**config.mk**
```make
export PLATFORM = sky130hd
export DESIGN_NAME = csoe_div
export DESIGN_NICKNAME = d
export VERILOG_FILES = /design/src/sv/csoe_pkg.sv /design/src/sv/csoe_div.sv
export SDC_FILE = /design/constraint.sdc
export NUM_CORES = 1
export LEC_CHECK = 0
export ABC_AREA = 1
export BUFFER_PORTS_ARGS = -buffer_cell sky130_fd_sc_hd__buf_2
export CAP_MARGIN = 30
export CORE_AREA = 10 10 85 87
export CTS_CLUSTER_DIAMETER = 150
export CTS_CLUSTER_SIZE = 16
export DETAILED_ROUTE_END_ITERATION = 6
export DIE_AREA = 0 0 95 97
export GPL_TIMING_DRIVEN = 0
export PLACE_DENSITY = 0.87
export SLEW_MARGIN = 10
export SYNTH_ARGS = -nofsm -noshare
export SYNTH_HDL_FRONTEND = slang
export SYNTH_SLANG_ARGS = --single-unit
export TNS_END_PERCENT = 100
```
**constraint.sdc**
```tcl
create_clock -name clk -period 5.8 [get_ports clk]
set_clock_uncertainty 0.2 [all_clocks]
set_input_delay 1.74 -clock clk [delete_from_list [all_inputs] [get_ports clk]]
set_output_delay 1.74 -clock clk [all_outputs]
set_load 0.01 [all_outputs]
```
**src/sv/csoe_pkg.sv**
```systemverilog
// ----------------------------------------------------------------------------
// csoe_pkg
// Shared constants, codes and arithmetic helpers for the offset-calibrated
// current sense filter.
// ----------------------------------------------------------------------------
package csoe_pkg;

  // adc and window sizing
  localparam int ADC_BITS   = 12;
  localparam int MAX_WINDOW = 1024;
  localparam int FRAC_BITS  = 8;
  localparam int CNT_W      = $clog2(MAX_WINDOW) + 1;
  localparam int SUM_W      = ADC_BITS + CNT_W - 1;
  localparam int DVD_W      = SUM_W + FRAC_BITS;
  localparam int AVG_W      = ADC_BITS + FRAC_BITS;
  localparam int STEP_W     = $clog2(DVD_W);

  // register widths
  localparam int SPR_W    = 11;
  localparam int MARGIN_W = 12;
  localparam int GAIN_W   = 24;
  localparam int ALPHA_W  = 16;
  localparam int DB_W     = 31;
  localparam int CFG_W    = 31;
  localparam int IDX_W    = 3;

  // register reset values
  localparam logic [SPR_W-1:0]    SPR_RST    = 11'd16;
  localparam logic [MARGIN_W-1:0] MARGIN_RST = 12'd82;
  localparam logic [GAIN_W-1:0]   GAIN_RST   = 24'd1048576;
  localparam logic [ALPHA_W-1:0]  ALPHA_RST  = 16'd3277;
  localparam logic [DB_W-1:0]     DB_RST     = 31'd0;

  // alpha of one in q1.15
  localparam logic [ALPHA_W-1:0] ALPHA_ONE = 16'd32768;

  // register indexes
  localparam logic [IDX_W-1:0] REG_SPR    = 3'd0;
  localparam logic [IDX_W-1:0] REG_MARGIN = 3'd1;
  localparam logic [IDX_W-1:0] REG_GAIN   = 3'd2;
  localparam logic [IDX_W-1:0] REG_ALPHA  = 3'd3;
  localparam logic [IDX_W-1:0] REG_DB     = 3'd4;

  // action codes
  localparam logic [1:0] ACT_MEASURE = 2'd0;
  localparam logic [1:0] ACT_CALIB   = 2'd1;
  localparam logic [1:0] ACT_CLEAR   = 2'd2;
  localparam logic [1:0] ACT_NONE    = 2'd3;

  // status codes
  localparam logic [1:0] ST_READING   = 2'd0;
  localparam logic [1:0] ST_CAL_OK    = 2'd1;
  localparam logic [1:0] ST_CAL_BAD   = 2'd2;
  localparam logic [1:0] ST_NOT_CAL   = 2'd3;

  // product width of the shared multiplier
  localparam int MUL_A_W = 33;
  localparam int MUL_B_W = 25;
  localparam int PROD_W  = MUL_A_W + MUL_B_W;

  // divide by 2^sh rounding half away from zero, saturate to 32 bits signed
  function automatic logic signed [31:0] rnd_sat32(input logic signed [PROD_W-1:0] v,
                                                   input int unsigned sh);
    logic [PROD_W-1:0] mag;
    logic [PROD_W-1:0] q;
    logic [31:0]       res;
    mag = v[PROD_W-1] ? $unsigned(-v) : $unsigned(v);
    q   = (mag + ({{(PROD_W-1){1'b0}}, 1'b1} << (sh - 1))) >> sh;
    if (v[PROD_W-1]) begin
      res = (q >= PROD_W'(64'h8000_0000)) ? 32'h8000_0000 : 32'(PROD_W'(0) - q);
    end else begin
      res = (q > PROD_W'(64'h7FFF_FFFF)) ? 32'h7FFF_FFFF : q[31:0];
    end
    return $signed(res);
  endfunction

  // zero a value whose magnitude lies below the deadband
  function automatic logic signed [31:0] apply_deadband(input logic signed [31:0] v,
                                                        input logic [DB_W-1:0] db);
    logic [31:0] mag;
    mag = v[31] ? 32'(33'd0 - {v[31], v}) : $unsigned(v);
    return (mag < {1'b0, db}) ? 32'sd0 : v;
  endfunction

endpackage

```
**src/sv/csoe_div.sv**
```systemverilog
// ----------------------------------------------------------------------------
// csoe_div
// Restoring divider, one quotient bit per cycle, for the window average.
// ----------------------------------------------------------------------------
module csoe_div
  import csoe_pkg::*;
(
  input  logic             clk,
  input  logic             rst_n,
  input  logic             start,
  input  logic [DVD_W-1:0] dividend,
  input  logic [CNT_W-1:0] divisor,
  output logic             done,
  output logic [AVG_W-1:0] quotient
);

  logic              busy_r;
  logic              done_r;
  logic [STEP_W-1:0] step_r;
  logic [CNT_W-1:0]  rem_r;
  logic [CNT_W-1:0]  dsr_r;
  logic [DVD_W-1:0]  q_r;

  logic [CNT_W:0]    shifted;
  logic [CNT_W+1:0]  diff;

  // trial subtract of the divisor from the shifted remainder
  assign shifted = {rem_r, q_r[DVD_W-1]};
  assign diff    = {1'b0, shifted} - {2'b00, dsr_r};

  // control
  always_ff @(posedge clk) begin
    if (!rst_n) begin
      busy_r <= 1'b0;
      done_r <= 1'b0;
      step_r <= '0;
    end else begin
      done_r <= 1'b0;
      if (start) begin
        busy_r <= 1'b1;
        step_r <= '0;
      end else if (busy_r) begin
        step_r <= step_r + 1'b1;
        if (step_r == STEP_W'(DVD_W - 1)) begin
          busy_r <= 1'b0;
          done_r <= 1'b1;
        end
      end
    end
  end

  // datapath
  always_ff @(posedge clk) begin
    if (start) begin
      rem_r <= '0;
      dsr_r <= divisor;
      q_r   <= dividend;
    end else if (busy_r) begin
      if (!diff[CNT_W+1]) begin
        rem_r <= diff[CNT_W-1:0];
        q_r   <= {q_r[DVD_W-2:0], 1'b1};
      end else begin
        rem_r <= shifted[CNT_W-1:0];
        q_r   <= {q_r[DVD_W-2:0], 1'b0};
      end
    end
  end

  assign done     = done_r;
  assign quotient = q_r[AVG_W-1:0];

endmodule

```
======== Yosys cells after proc, flatten, opt, wreduce, memory -nomap -nowiden ========
Index checks and enable logic that the tools add are counted.
word-level totals
  bits in registers ....................... 59
  RAM bits ................................ 0
  memories ................................ 0
  memory bits (read-only) ................. 0
  logic and storage cells ................. 22
  latch bits .............................. 0
  output and inout port bits .............. 21
cells by class
  muxes and demuxes ....................... 8
  order comparisons ....................... 0
  multipliers ............................. 0
  bitwise logic cells ..................... 2
  shifts and indexed selects .............. 0
  add/sub/neg operators ................... 2
  div/mod/pow operators ................... 0
  eq/ne operators ......................... 1
  reductions and logical operators ........ 3
operators with widths
  operator                                                       number
  30-bit 2-to-1 mux                                              2
  12-bit by 11-bit subtractor with 13-bit output                 1
  11-bit 2-to-1 mux                                              1
  5-bit by 1-bit adder with 5-bit output, second input constant  1
  5-bit == test, second input constant                           1
  1-bit 2-to-1 mux                                               5
  3-bit OR reduction                                             1
  1-bit inverter                                                 2
  2-bit nonzero test                                             1
  2-bit OR reduction                                             1

======== Depth between registers and ports, before layout ========
  word-level depth ........................ 4
  depth in mapped cells ................... 13
  mapped depth without buffers ............ 12

======== Least setup slack after synthesis ========
No wires, ideal clock.
  path kind ............................... input -> register
  start point ............................. input start
  end point ............................... register q_r[0], enable pin
  cell stages on the path ................. 3
  required time ........................... 5.215 ns
  arrival ................................. 2.611 ns
  path slack .............................. 2.604 ns
  cells stage by stage .................... clkbuf_1 > nor2_1 > inv_1
between the ends
  longest elaborated chain between the ends .. 1
RTL lines
  what                                 RTL line        text
  start, declared                      csoe_div.sv:10  input logic start,
  2-bit nonzero test (no source line)  --
  end signal, assigned                 csoe_div.sv:57  q_r <= dividend;
  end signal, assigned                 csoe_div.sv:61  q_r <= {q_r[DVD_W-2:0], 1'b1};
  end signal, assigned                 csoe_div.sv:64  q_r <= {q_r[DVD_W-2:0], 1'b0};
  end, declared                        csoe_div.sv:22  logic [DVD_W-1:0] q_r;
Every way passes these cells.
A chain may end at the register's enable or synchronous reset.

======== Worst setup path after layout ========
  start point ............................. input start
  end point ............................... register q_r[2], enable pin
The elaborated chain is that of the path after synthesis.

==> impl_metrics.csv <==
group,metric,value,unit
die,coreArea,5470,sq um
cells_and_area,multi_input_area,1240,sq um
power_and_ir_drop,switchingPower,259,uW
cells_and_area,finalInstanceArea,3870,sq um
placed_design,place_area,3670,sq um
sta,finalHoldViolations,0,
cells_and_area,area_growth,19.9,%
cts,cts-root-buf,"clkbuf_8",
grt,grt_pass1_wl,12700,um
critical_path,crit_type,"input port to flop",
grt,grt_pass1_vias,2781,
routing,detail-route-antenna-nets,0,
power_and_ir_drop,powerDensity,271,nW/um^2
cts,ctsHoldBuffers,0,
critical_path,r2r_slack,3.48,ns
sta,rsz0062_at_grt,"false",
power_and_ir_drop,clkPwrFrac,38.1,%
cts,cts_tree,"done",
critical_path,timing.rr.start,"dsr_r[0]",
power_and_ir_drop,p_int,790,uW
power_and_ir_drop,swShare,24.7,%
logic_synthesis,synth_area,3230,sq um
cts,postCtsSetupBuffers,0,
min_path,min_path_type,"flop to flop",
critical_path,worstPathMaxFanout,18,
logic_synthesis,ys_seq_area_share,49.3,%
sta,slew_viol_final,0,
cells_and_area,nets,545,
routing,post_drt_wl_per_cell,13.4,um
cts,clkTransAtPathRegs,0.06,ns
grt,grt_use_total,17.2,%
power_and_ir_drop,power_frac_comb,14.1,%
critical_path,critPathArrivalTime,3.12,ns
logic_synthesis,synth_cell_types,26,
critical_path,endpoint,"q_r[2]",
cells_and_area,regArea,1590,sq um
cts,cts-resized-gates,0,
sta,period_share,56.4,%
power_and_ir_drop,peakVddDrop,0.000328,V
die,row_count,27,
sta,tightest_slew,0.609,ns
sta,timing.setup.tns,0,ns
die,dieWidth,95,um
routing,dr.pass1.iters,4,
die,initial_core_util,59.0,%
flow_run,cap_violations,0,
grt,grt_max_degree,19,
placed_design,dp_hpwl,5560,um
critical_path,r2r-end,"rem_r[6]",
die,ios,65,
routing,route.vias.total,2758,
critical_path,end_kind,"flop",
logic_synthesis,syn_area_per_cell,7.86,sq um
grt,overflow,0,
cells_and_area,drive_above_1_share,22.4,%
die,die-area,9220,sq um
cts,clk_path_buf_depth,2,
power_and_ir_drop,seqPwrFrac,47.8,%
cells_and_area,final_util,70.8,%
critical_path,worstPathRequired,5.65,ns
cts,cts_made_buffers,9,
sta,period_minus_slack,3.27,ns
cells_and_area,fillers,439,
sta,setup_slack,2.53,ns
routing,drt_first_iter_violations,185,
routing,drc,0,
critical_path,r2r_cells,11,
placed_design,pre_cts_slack,2.14,ns
routing,avgViaCountPerCell,4.89,
placed_design,portBuffers,64,
die,fp.dieH,97,um
sta,relSlewSlack,59.4,%
grt,antenna_found_initial,1,
logic_synthesis,syn_inst,411,
sta,fmax,306,MHz
cells_and_area,antennaDiodeCount,0,
status,status,"completed",
power_and_ir_drop,p_leak,2.02,nW
cts,htreeDepth,3,
sta,setup_viol,0,
routing,routed_wl,7540,um
critical_path,crit_start,"start",
logic_synthesis,synth_seq_cells,59,
placed_design,routabilityCongestion,0.919,
logic_synthesis,synth_fp_nets,469,
critical_path,start_kind,"input port",
cts,cts_sinks,59,
logic_synthesis,yosysWarnings,0,
cts,clock_latency,0.34,ns
[cell usage after synthesis]
library cell  count  area, sq um
nand2_1         174          653
inv_1            50          188
edfxtp_1         41         1230
nor2_1           27          101
nand3_1          22          110
buf_4            21          158
dfxtp_1          18          360
ha_1             13          163
clkbuf_1          8         30.0
a21oi_1           7         35.0
nand4_1           6         37.5
o21ai_0           4         20.0
inv_2             3         11.3
nor3_1            3         15.0
nand2_2           2         12.5
xnor2_1           2         17.5
a21oi_2           1         8.76
a31oi_1           1         6.26
buf_2             1         5.00
buf_6             1         11.3
fa_1              1         20.0
nand3_2           1         10.0
nor2_2            1         6.26
o21ai_1           1         5.00
or2_1             1         6.26
xor2_1            1         8.76
[power groups by stage]
stage                     clock network (mW)  registers, mW  logic [mW]
after floorplan                            0          0.505      0.0954
after global placement                     0          0.509       0.139
after detailed placement                   0          0.509       0.147
after CTS                              0.406          0.501       0.149
after global routing                   0.429          0.504       0.166
final                                  0.400          0.501       0.148
[cell families (layout without fill, tap and decap cells)]
kind of cell,count (synthesis),in the layout,synth area share [%]
flops,59,59,49.3
compound gates,14,14,2.32
simple gates,237,237,29.5
xor+xnor,3,3,0.813
fa+ha+maj,14,14,5.65
buf+inv,84,165,12.5
[cell usage in the layout (no fill, tap or decap), types with 3 or more instances in the layout]
cell      Yosys  final
nand3_1      22     22
edfxtp_1     41     41
clkinv_2      0      3
nor3_1        3      3
inv_2         3      3
ha_1         13     13
buf_2         1     65
inv_1        50     50
o21ai_0       4      4
clkbuf_8      0      9
nor2_1       27     27
nand4_1       6      6
dfxtp_1      18     18
nand2_1     174    174
buf_4        21     21
clkbuf_1      8      8
a21oi_1       7      7
[flip-flops by register name (all words and copies together) (netlist names)]
signal  flops
rem_r      11
q_r        30
dsr_r      11
busy_r      1
step_r      5
done        1
[area by class of cell]
| type | count | share of cell area, % |
|---|---|---|
| inverter | 53 | 5.13 |
| clock inverter | 7 | 2.13 |
| timing repair buffer | 65 | 8.98 |
| multi-input combinational | 268 | 31.9 |
| tap | 72 | 2.32 |
| buffer | 31 | 5.26 |
| sequential | 59 | 41.1 |
| clock buffer | 9 | 3.20 |
[worst min path at each step]
stage	from	end	slack (ns)	cells after the start
3_3_place_gp	step_r[4]	step_r[4]	0.24	1
2_1_floorplan	step_r[4]	step_r[4]	0.22	1
5_1_grt	step_r[4]	step_r[4]	0.29	1
4_1_cts	step_r[4]	step_r[4]	0.27	1
3_5_place_dp	step_r[4]	step_r[4]	0.25	1
6_report	step_r[4]	step_r[4]	0.27	1
[through the flow]
| step | instances | power, mW | hold WS, ns |
|---|---|---|---|
| after detailed placement | 548 | 0.656 | 0.247 |
| after floorplan | 411 | 0.601 | 0.221 |
| final | 564 | 1.05 | 0.268 |
| after global routing | 564 | 1.10 | 0.286 |
| after CTS | 564 | 1.06 | 0.266 |
| after global placement | 547 | 0.648 | 0.241 |
[critical path, cell delays in order]
cell	delay, ns
buf_2	0.27
clkbuf_1	0.31
nor2_1	0.09
inv_1	0.46
buf_16	0.23
[metal layers]
metal | vias to the layer above | share of wire [%] | GRT usage (%)
met3 | 14 | 7.3 | 7.32
met5 | - | 0.19 | 0
met4 | 2 | 1.6 | 5.84
li1 | 1418 | - | -
met2 | 84 | 50 | 27.7
met1 | 1240 | 41 | 19.8
(Power assumes the default switching activity.)
